**config.mk**
```make
export PLATFORM = sky130hd
export DESIGN_NAME = height_to_hue_ramp_colour_unit_flat
export DESIGN_NICKNAME = d
export VERILOG_FILES = /design/src/hdl/hhr_pkg.sv /design/src/hdl/hhr_chan_if.sv /design/src/hdl/hhr_div.sv /design/src/hdl/height_to_hue_ramp_colour_unit.sv /design/src/flat_wrapper.sv
export VERILOG_INCLUDE_DIRS = /design/src /design/src/hdl
export SDC_FILE = /design/constraint.sdc
export NUM_CORES = 1
export LEC_CHECK = 0
export ABC_AREA = 1
export BUFFER_PORTS_ARGS = -buffer_cell sky130_fd_sc_hd__buf_2
export CAP_MARGIN = 20
export CORE_ASPECT_RATIO = 2
export CORE_UTILIZATION = 42
export DETAILED_ROUTE_END_ITERATION = 6
export SLEW_MARGIN = 5
export SYNTH_ARGS = -nofsm -noshare
export SYNTH_HDL_FRONTEND = slang
export SYNTH_SLANG_ARGS = --single-unit
```
**constraint.sdc**
```tcl
create_clock -name i_clk -period 3.6 [get_ports i_clk]
set_clock_uncertainty 0.05 [all_clocks]
set_input_delay 0.36 -clock i_clk [delete_from_list [all_inputs] [get_ports i_clk]]
set_output_delay 0.36 -clock i_clk [all_outputs]
set_load 0.005 [all_outputs]
```
**src/hdl/height_to_hue_ramp_colour_unit_defines.svh**
```systemverilog
// Assertion macros shared by the height to hue-ramp colour unit.
`ifndef HEIGHT_TO_HUE_RAMP_COLOUR_UNIT_DEFINES_SVH
`define HEIGHT_TO_HUE_RAMP_COLOUR_UNIT_DEFINES_SVH

// Check that a condition implies another in the same cycle.
`define HHR_ASSERT_NOW(lbl, ante, cons, msg) \
    lbl: assert property (@(posedge i_clk) disable iff (!i_rst_n) (ante) |-> (cons)) \
        else $error(msg);

// Check that a condition implies another in the next cycle.
`define HHR_ASSERT_NEXT(lbl, ante, cons, msg) \
    lbl: assert property (@(posedge i_clk) disable iff (!i_rst_n) (ante) |=> (cons)) \
        else $error(msg);

`endif

```
**src/hdl/hhr_pkg.sv**
```systemverilog
// Shared constants for the height to hue-ramp colour unit.
package hhr_pkg;

    localparam int HEIGHT_BITS = 16;

    // Hue ramp: four segments of 255 steps each.
    localparam int SEG_W      = 8;
    localparam int POS_W      = 10;
    localparam int Q_W        = POS_W + 1;
    localparam int DIV_W      = HEIGHT_BITS + 1;
    localparam int DVD_W      = HEIGHT_BITS + Q_W;
    localparam int CNT_W      = $clog2(Q_W);

    localparam logic [POS_W-1:0] HUE_SPAN = POS_W'(1020);
    localparam logic [POS_W-1:0] SEG      = POS_W'(255);

    // Item actions.
    localparam logic [1:0] ACT_START  = 2'd0;
    localparam logic [1:0] ACT_EXTEND = 2'd1;
    localparam logic [1:0] ACT_COLOUR = 2'd2;
    localparam logic [1:0] ACT_UNUSED = 2'd3;

endpackage

```
**src/hdl/hhr_chan_if.sv**
```systemverilog
// Valid/ready channel interfaces for height items and colour results.
interface hhr_in_if;
    logic                                   valid;
    logic                                   ready;
    logic [1:0]                             action;
    logic signed [hhr_pkg::HEIGHT_BITS-1:0] height;

    modport source (output valid, output action, output height, input ready);
    modport sink   (input valid, input action, input height, output ready);
endinterface

interface hhr_out_if;
    logic       valid;
    logic       ready;
    logic [7:0] red;
    logic [7:0] green;
    logic [7:0] blue;

    modport source (output valid, output red, output green, output blue, input ready);
    modport sink   (input valid, input red, input green, input blue, output ready);
endinterface

```
**src/hdl/hhr_div.sv**
```systemverilog
// Radix-2 restoring divider, one quotient bit per cycle.
module hhr_div (
    input  logic                       i_clk,
    input  logic                       i_rst_n,
    input  logic                       i_start,
    input  logic [hhr_pkg::DVD_W-1:0]  i_dividend,
    input  logic [hhr_pkg::DIV_W-1:0]  i_divisor,
    output logic                       o_busy,
    output logic                       o_done,
    output logic [hhr_pkg::Q_W-1:0]    o_quotient
);

    logic                        r_busy;
    logic                        r_done;
    logic [hhr_pkg::CNT_W-1:0]   r_cnt;
    logic [hhr_pkg::DIV_W-1:0]   r_rem;
    logic [hhr_pkg::Q_W-1:0]     r_low;
    logic [hhr_pkg::DIV_W-1:0]   r_dvs;

    logic [hhr_pkg::DIV_W+1:0]   trial;
    logic                        qbit;

    // Trial subtract of the divisor from the remainder with the next bit shifted in.
    always_comb begin
        trial = {1'b0, r_rem, r_low[hhr_pkg::Q_W-1]} - {2'b00, r_dvs};
        qbit  = ~trial[hhr_pkg::DIV_W+1];
    end

    always_ff @(posedge i_clk) begin
        if (!i_rst_n) begin
            r_busy <= 1'b0;
            r_done <= 1'b0;
            r_cnt  <= '0;
        end else begin
            r_done <= 1'b0;
            if (i_start) begin
                r_busy <= 1'b1;
                r_cnt  <= '0;
            end else if (r_busy) begin
                r_cnt <= r_cnt + 1'b1;
                if (r_cnt == hhr_pkg::CNT_W'(hhr_pkg::Q_W - 1)) begin
                    r_busy <= 1'b0;
                    r_done <= 1'b1;
                end
            end
        end
    end

    // Low bits of the dividend shift out at the top while quotient bits shift in below.
    always_ff @(posedge i_clk) begin
        if (i_start) begin
            r_rem <= hhr_pkg::DIV_W'(i_dividend[hhr_pkg::DVD_W-1:hhr_pkg::Q_W]);
            r_low <= i_dividend[hhr_pkg::Q_W-1:0];
            r_dvs <= i_divisor;
        end else if (r_busy) begin
            if (qbit) begin
                r_rem <= trial[hhr_pkg::DIV_W-1:0];
            end else begin
                r_rem <= {r_rem[hhr_pkg::DIV_W-2:0], r_low[hhr_pkg::Q_W-1]};
            end
            r_low <= {r_low[hhr_pkg::Q_W-2:0], qbit};
        end
    end

    assign o_busy     = r_busy;
    assign o_done     = r_done;
    assign o_quotient = r_low;

endmodule

```
**src/hdl/height_to_hue_ramp_colour_unit.sv**
```systemverilog
// Height to hue-ramp colour unit: range tracking and RGB false-colour mapping.
//
// Use: present every height twice on i_item. First pass: action START opens a
// new set with the height, action EXTEND widens the running min/max. Both give
// no result. Second pass: action COLOUR places the height on a hue position
// (max - h) * 1020 / (max - min), rounded, and returns one RGB result on o_item,
// red at the max through yellow, green, cyan to blue at min.
// Action code 3 is dropped without a result.
// A colour item goes from the prep step straight to the map step when the height
// sits at or outside the range or the range is zero, and through the 11-step
// restoring divider otherwise; the unit is not ready from the transfer of a
// colour item until its result leaves the map step.
// A finished result waits in the output register; while it waits, range items
// and the next colour item are still taken, and a new result holds in the map
// step until the receiver takes the old one.
// Reset clears min and max to zero and empties the output register.

`include "height_to_hue_ramp_colour_unit_defines.svh"

module height_to_hue_ramp_colour_unit (
    input  logic       i_clk,
    input  logic       i_rst_n,
    hhr_in_if.sink     i_item,
    hhr_out_if.source  o_item
);

    localparam logic [1:0] S_IDLE = 2'd0;
    localparam logic [1:0] S_PREP = 2'd1;
    localparam logic [1:0] S_DIV  = 2'd2;
    localparam logic [1:0] S_MAP  = 2'd3;

    localparam int HB = hhr_pkg::HEIGHT_BITS;

    logic [1:0]                       r_state;
    logic signed [HB-1:0]             r_lo;
    logic signed [HB-1:0]             r_hi;
    logic signed [HB-1:0]             r_h;
    logic [hhr_pkg::POS_W-1:0]        r_p;
    logic                             r_out_valid;
    logic [7:0]                       r_red;
    logic [7:0]                       r_green;
    logic [7:0]                       r_blue;

    logic                             in_xfer;
    logic                             out_xfer;
    logic                             load_out;
    logic signed [HB:0]               diff_rng;
    logic signed [HB:0]               diff_num;
    logic [HB-1:0]                    range_u;
    logic [HB-1:0]                    num_u;
    logic [hhr_pkg::DVD_W-1:0]        dividend;
    logic [hhr_pkg::DIV_W-1:0]        divisor;
    logic                             div_start;
    logic                             div_busy;
    logic                             div_done;
    logic [hhr_pkg::Q_W-1:0]          div_q;
    logic [1:0]                       seg_idx;
    logic [hhr_pkg::POS_W-1:0]        seg_frac;
    logic [7:0]                       n_red;
    logic [7:0]                       n_green;
    logic [7:0]                       n_blue;

    assign i_item.ready = (r_state == S_IDLE);
    assign in_xfer      = i_item.valid && i_item.ready;
    assign out_xfer     = o_item.valid && o_item.ready;
    assign load_out     = (r_state == S_MAP) && (!r_out_valid || o_item.ready);

    // Range and distance from the top; both are non-negative in the divide path.
    always_comb begin
        diff_rng = {r_hi[HB-1], r_hi} - {r_lo[HB-1], r_lo};
        diff_num = {r_hi[HB-1], r_hi} - {r_h[HB-1], r_h};
        range_u  = diff_rng[HB-1:0];
        num_u    = diff_num[HB-1:0];
        // num * 2040 + range, over a divisor of 2 * range: rounds halves up.
        dividend = (hhr_pkg::DVD_W'(num_u) << 11) - (hhr_pkg::DVD_W'(num_u) << 3)
                 + hhr_pkg::DVD_W'(range_u);
        divisor  = {range_u, 1'b0};
    end

    assign div_start = (r_state == S_PREP) && (diff_rng != '0)
                    && (r_h < r_hi) && (r_h > r_lo);

    hhr_div u_div (
        .i_clk      (i_clk),
        .i_rst_n    (i_rst_n),
        .i_start    (div_start),
        .i_dividend (dividend),
        .i_divisor  (divisor),
        .o_busy     (div_busy),
        .o_done     (div_done),
        .o_quotient (div_q)
    );

    // Split the hue position into segment and offset within it.
    always_comb begin
        priority if (r_p >= hhr_pkg::POS_W'(3 * hhr_pkg::SEG)) begin
            seg_idx  = 2'd3;
            seg_frac = r_p - hhr_pkg::POS_W'(3 * hhr_pkg::SEG);
        end else if (r_p >= hhr_pkg::POS_W'(2 * hhr_pkg::SEG)) begin
            seg_idx  = 2'd2;
            seg_frac = r_p - hhr_pkg::POS_W'(2 * hhr_pkg::SEG);
        end else if (r_p >= hhr_pkg::SEG) begin
            seg_idx  = 2'd1;
            seg_frac = r_p - hhr_pkg::SEG;
        end else begin
            seg_idx  = 2'd0;
            seg_frac = r_p;
        end
    end

    always_comb begin
        n_red   = 8'd0;
        n_green = 8'd0;
        n_blue  = 8'd255;
        if (r_p != hhr_pkg::HUE_SPAN) begin
            unique case (seg_idx)
                2'd0: begin
                    n_red   = 8'd255;
                    n_green = seg_frac[7:0];
                    n_blue  = 8'd0;
                end
                2'd1: begin
                    n_red   = 8'd255 - seg_frac[7:0];
                    n_green = 8'd255;
                    n_blue  = 8'd0;
                end
                2'd2: begin
                    n_red   = 8'd0;
                    n_green = 8'd255;
                    n_blue  = seg_frac[7:0];
                end
                2'd3: begin
                    n_red   = 8'd0;
                    n_green = 8'd255 - seg_frac[7:0];
                    n_blue  = 8'd255;
                end
                default: begin
                    n_red   = 8'd0;
                    n_green = 8'd0;
                    n_blue  = 8'd255;
                end
            endcase
        end
    end

    // Sequencer and range registers.
    always_ff @(posedge i_clk) begin
        if (!i_rst_n) begin
            r_state <= S_IDLE;
            r_lo    <= '0;
            r_hi    <= '0;
        end else begin
            unique case (r_state)
                S_IDLE: begin
                    if (in_xfer) begin
                        unique case (i_item.action)
                            hhr_pkg::ACT_START: begin
                                r_lo <= i_item.height;
                                r_hi <= i_item.height;
                            end
                            hhr_pkg::ACT_EXTEND: begin
                                if (i_item.height < r_lo) r_lo <= i_item.height;
                                if (i_item.height > r_hi) r_hi <= i_item.height;
                            end
                            hhr_pkg::ACT_COLOUR: r_state <= S_PREP;
                            hhr_pkg::ACT_UNUSED: r_state <= S_IDLE;
                            default:             r_state <= S_IDLE;
                        endcase
                    end
                end
                S_PREP: r_state <= div_start ? S_DIV : S_MAP;
                S_DIV: begin
                    if (div_done) r_state <= S_MAP;
                end
                S_MAP: begin
                    if (load_out) r_state <= S_IDLE;
                end
                default: r_state <= S_IDLE;
            endcase
        end
    end

    // Hue position: saturate at or outside the range or on a zero range, else take the divider result.
    always_ff @(posedge i_clk) begin
        if (in_xfer) r_h <= i_item.height;
        if (r_state == S_PREP) begin
            priority if (diff_rng == '0) begin
                r_p <= hhr_pkg::HUE_SPAN;
            end else if (r_h >= r_hi) begin
                r_p <= '0;
            end else if (r_h <= r_lo) begin
                r_p <= hhr_pkg::HUE_SPAN;
            end else begin
                r_p <= r_p;
            end
        end else if ((r_state == S_DIV) && div_done) begin
            r_p <= div_q[hhr_pkg::POS_W-1:0];
        end
    end

    // Output register: hold until the receiver takes the transfer.
    always_ff @(posedge i_clk) begin
        if (!i_rst_n) begin
            r_out_valid <= 1'b0;
        end else if (load_out) begin
            r_out_valid <= 1'b1;
        end else if (out_xfer) begin
            r_out_valid <= 1'b0;
        end
    end

    always_ff @(posedge i_clk) begin
        if (load_out) begin
            r_red   <= n_red;
            r_green <= n_green;
            r_blue  <= n_blue;
        end
    end

    assign o_item.valid = r_out_valid;
    assign o_item.red   = r_red;
    assign o_item.green = r_green;
    assign o_item.blue  = r_blue;

    `HHR_ASSERT_NOW(a_range_order, 1'b1, r_hi >= r_lo, "range max below range min")
    `HHR_ASSERT_NOW(a_ready_div_idle, i_item.ready, !div_busy, "ready while divider busy")
    `HHR_ASSERT_NEXT(a_div_to_map, (r_state == S_DIV) && div_done, r_state == S_MAP,
        "divider result not taken to map step")
    `HHR_ASSERT_NEXT(a_colour_busy, in_xfer && (i_item.action == hhr_pkg::ACT_COLOUR),
        r_state == S_PREP, "colour transfer did not start work")

endmodule

```
**src/flat_wrapper.sv**
```systemverilog
// flat-port wrapper written by rule: the top's interface ports become plain ports
module height_to_hue_ramp_colour_unit_flat 
  (i_clk, i_rst_n, i_item_valid, i_item_action, i_item_height, i_item_ready, o_item_valid, o_item_red, o_item_green, o_item_blue, o_item_ready);
  hhr_in_if i_item_i ();
  hhr_out_if o_item_i ();
  input  logic i_clk;
  input  logic i_rst_n;
  input wire logic [$bits(i_item_i.valid)-1:0] i_item_valid;
  input wire logic [$bits(i_item_i.action)-1:0] i_item_action;
  input wire logic [$bits(i_item_i.height)-1:0] i_item_height;
  output wire logic [$bits(i_item_i.ready)-1:0] i_item_ready;
  output wire logic [$bits(o_item_i.valid)-1:0] o_item_valid;
  output wire logic [$bits(o_item_i.red)-1:0] o_item_red;
  output wire logic [$bits(o_item_i.green)-1:0] o_item_green;
  output wire logic [$bits(o_item_i.blue)-1:0] o_item_blue;
  input wire logic [$bits(o_item_i.ready)-1:0] o_item_ready;
  assign i_item_i.valid = i_item_valid;
  assign i_item_i.action = i_item_action;
  assign i_item_i.height = i_item_height;
  assign i_item_ready = i_item_i.ready;
  assign o_item_valid = o_item_i.valid;
  assign o_item_red = o_item_i.red;
  assign o_item_green = o_item_i.green;
  assign o_item_blue = o_item_i.blue;
  assign o_item_i.ready = o_item_ready;
  height_to_hue_ramp_colour_unit u_core (.i_clk(i_clk), .i_rst_n(i_rst_n), .i_item(i_item_i), .o_item(o_item_i));
endmodule
```
==> run metrics <==
vias per cell 5.17; Max-cap violations 0; Final setup viols 15; Worst Tran Pin Value 0.793 ns; reg2reg end u_core.u_div.r_rem[12]; post-synthesis cell count 1590; Hold Vio Cnt, Final 0; H-tree levels 4; GR Util met2 55.1%; CP Capture Type register; critical path data arrival time 4.14 ns; hold path startpoint i_item_height[0]; Routed WL per cell 16.6 µm; met3 global-route usage 3.13%; drt first pass iters 5; fmax 0.251 GHz; Post-Route WL 37.3 mm; most frequent cells in the layout nand2_1, buf_4, inv_1; Slew headroom 47.1%; critical path peak fanout 4; initial antenna violation count 0; Port-buffer cells 47; CP startpoint kind register; Synth Warn # 0; violated checks negative setup slack; Ports 48; Slowest cell on crit path edfxtp_1; DIE WIDTH 119 µm; Initial Util 42.8%; placed insts 2185; post-synth top area share 24.2%; vias in the first global route 11800; ys flop type edfxtp_1; DRT iter0 DRCs 397; post-synthesis sequential area ratio 31.4%; Synth area leader edfxtp_1; leading cell type in the layout, fill and taps excluded nand2_1; Finished Core Util 57.1%; nets 2055; Hold Path Class in2reg; RSZ-0062 raised after global routing true; remaining design rule violation count 0; num rows 85; Tmin final 3.99 ns; GR Overflow Total 0; GRT Util Overall 27.0%; GPL Wtd Cong 0.980; Root Buffer clkbuf_16; Die Span Y 237 µm; CTS Buf Count 17; routed via count 11600; syn_nets 1764; Synth area leaders edfxtp_1, ha_1, nand2_1, inv_1, dfxtp_1; TritonCTS clock tree done; Clock Pin Slew Worst Setup and Hold Paths 0.07 ns; largest net degree at the start of global routing 45; CP most frequent cell nand2_2; Yosys cell types 48; global-route wire length before repair 57.8 mm; final setup margin -0.385 ns; Placement Setup Slack -0.626 ns; Sequential Area 3640 µm²; Multi-input gate area 7680 µm²; Slew Limit Fails 0; critical path class reg2reg; ant diodes 0; die area 28200 µm²; busiest layer in global routing met2; area of the mapped netlist 11600 µm²; Post-Syn Area per Cell 7.27 µm²; M1 GR Usage 20.6%; critical path's largest stage delay 0.39 ns; HPWL Detailed 30.2 mm; fin cells 2242; Routed Antenna Nets 0; Sink Count 135; fillcell total 2530; share of layout cells above drive strength 1 26.4%; Hold EP u_core.r_h[0]; status complete, but fails checks; Worst Hold Depth 1; Clock Path Buffers 2; area growth from synthesis to layout 33.5%; EDFF count, synth 93; final worst path period share 111%; R2R depth 26; r2r setup slk -0.39 ns; async set-or-reset flop fraction in the synthesized netlist 0%; Req. time, crit path 3.76 ns; flops & latches, synth 135; worst r2r src u_core.r_h[0]; worst skew pair latency 0.46 ns; core area 27000 µm²
==> per-layer routing <==
layer  wire [µm]  vias up
met2       21200      266
met5           0        -
met4        3800        0
met1       11500     5334
met3         847      171
li1            -     5820
==> sequential cells by signal (all words and copies together) (netlist names), 10 cells and up <==
name and count:
u_core.r_p 10, u_core.r_h 16, u_core.r_lo 16, u_core.u_div.r_dvs 16, u_core.u_div.r_rem 17, u_core.u_div.o_quotient 11
u_core.r_hi 16
==> Yosys cell counts (all sizes together), types with 4 or more instances <==
library cell / instances
a21boi: 4
a21o: 6
a21oi: 129
a31oi: 10
and2: 4
buf: 17
clkbuf: 13
dfxtp: 42
edfxtp: 93
fa: 4
ha: 148
inv: 248
nand2: 411
nand3: 108
nand3b: 6
nand4: 19
nor2: 134
nor3: 7
o21ai: 90
o21bai: 15
xnor2: 18
xor2: 42
==> worst max-delay path by stage <==
stage	startpoint	cells past startpoint	slack, ns	end
detailed placement	u_core.r_h[0]	17	-0.63	u_core.u_div.r_rem[7]
global placement	u_core.r_h[0]	17	-0.60	u_core.u_div.r_rem[7]
finish	u_core.r_h[0]	26	-0.39	u_core.u_div.r_rem[12]
global route	u_core.r_h[5]	28	-0.65	u_core.u_div.r_rem[15]
floorplan	u_core.r_h[0]	26	-0.06	u_core.u_div.r_rem[15]
CTS	u_core.r_h[0]	26	-0.33	u_core.u_div.r_rem[12]
==> per-stage QoR <==
step	hold slack (ns)	cell area (µm²)	setup TNS, ns
6_report	0.0564	15400	-3.73
5_1_grt	0.0508	15400	-6.65
4_1_cts	0.0471	15100	-3.04
3_5_place_dp	0.418	13900	-7.20
3_3_place_gp	0.414	13900	-6.18
2_1_floorplan	0.398	11600	-0.233
==> final cells by class <==
class	instances	area share, %
multi-input combinational	1177	49.8
clock buffer	19	2.80
inverter	248	6.03
clock inverter	13	0.721
tap	348	2.82
timing repair buffer	302	14.3
sequential	135	23.6
==> cells by family after synthesis <==
| logic type | Yosys count | share of synthesized area [%] |
|---|---|---|
| adder cells (fa/ha/maj) | 152 | 16.7 |
| multiplexers | 3 | 0.281 |
| AO/OA/AOI/OAI | 265 | 12.6 |
| buffers and inverters | 278 | 9.32 |
| XOR/XNOR | 60 | 4.55 |
| AND/OR/NAND/NOR | 697 | 25.1 |
| flip-flops | 135 | 31.4 |
==> critical path, delay by kind of cell, from the launching register on <==
family | cells | cell delay (ns)
AOI/OAI and AO/OA | 2 | 0.43
xor gates and xnor gates | 2 | 0.28
adders and majority gates | 4 | 1.04
buffers and inverters | 2 | 0.14
DFF | 1 | 0.39
and+or+nand+nor | 16 | 1.41
==> what timing repair did <==
action                                  in CTS  in global routing
hold buffers                                 0                  0
resized for setup                           97                 73
pin swaps                                   33                 35
buffers inserted                            14                 12
endpoints found under the setup margin      17                 18
Power is not shown: default switching activity piles up to over one toggle a cycle in this logic, so the estimate is an artifact.
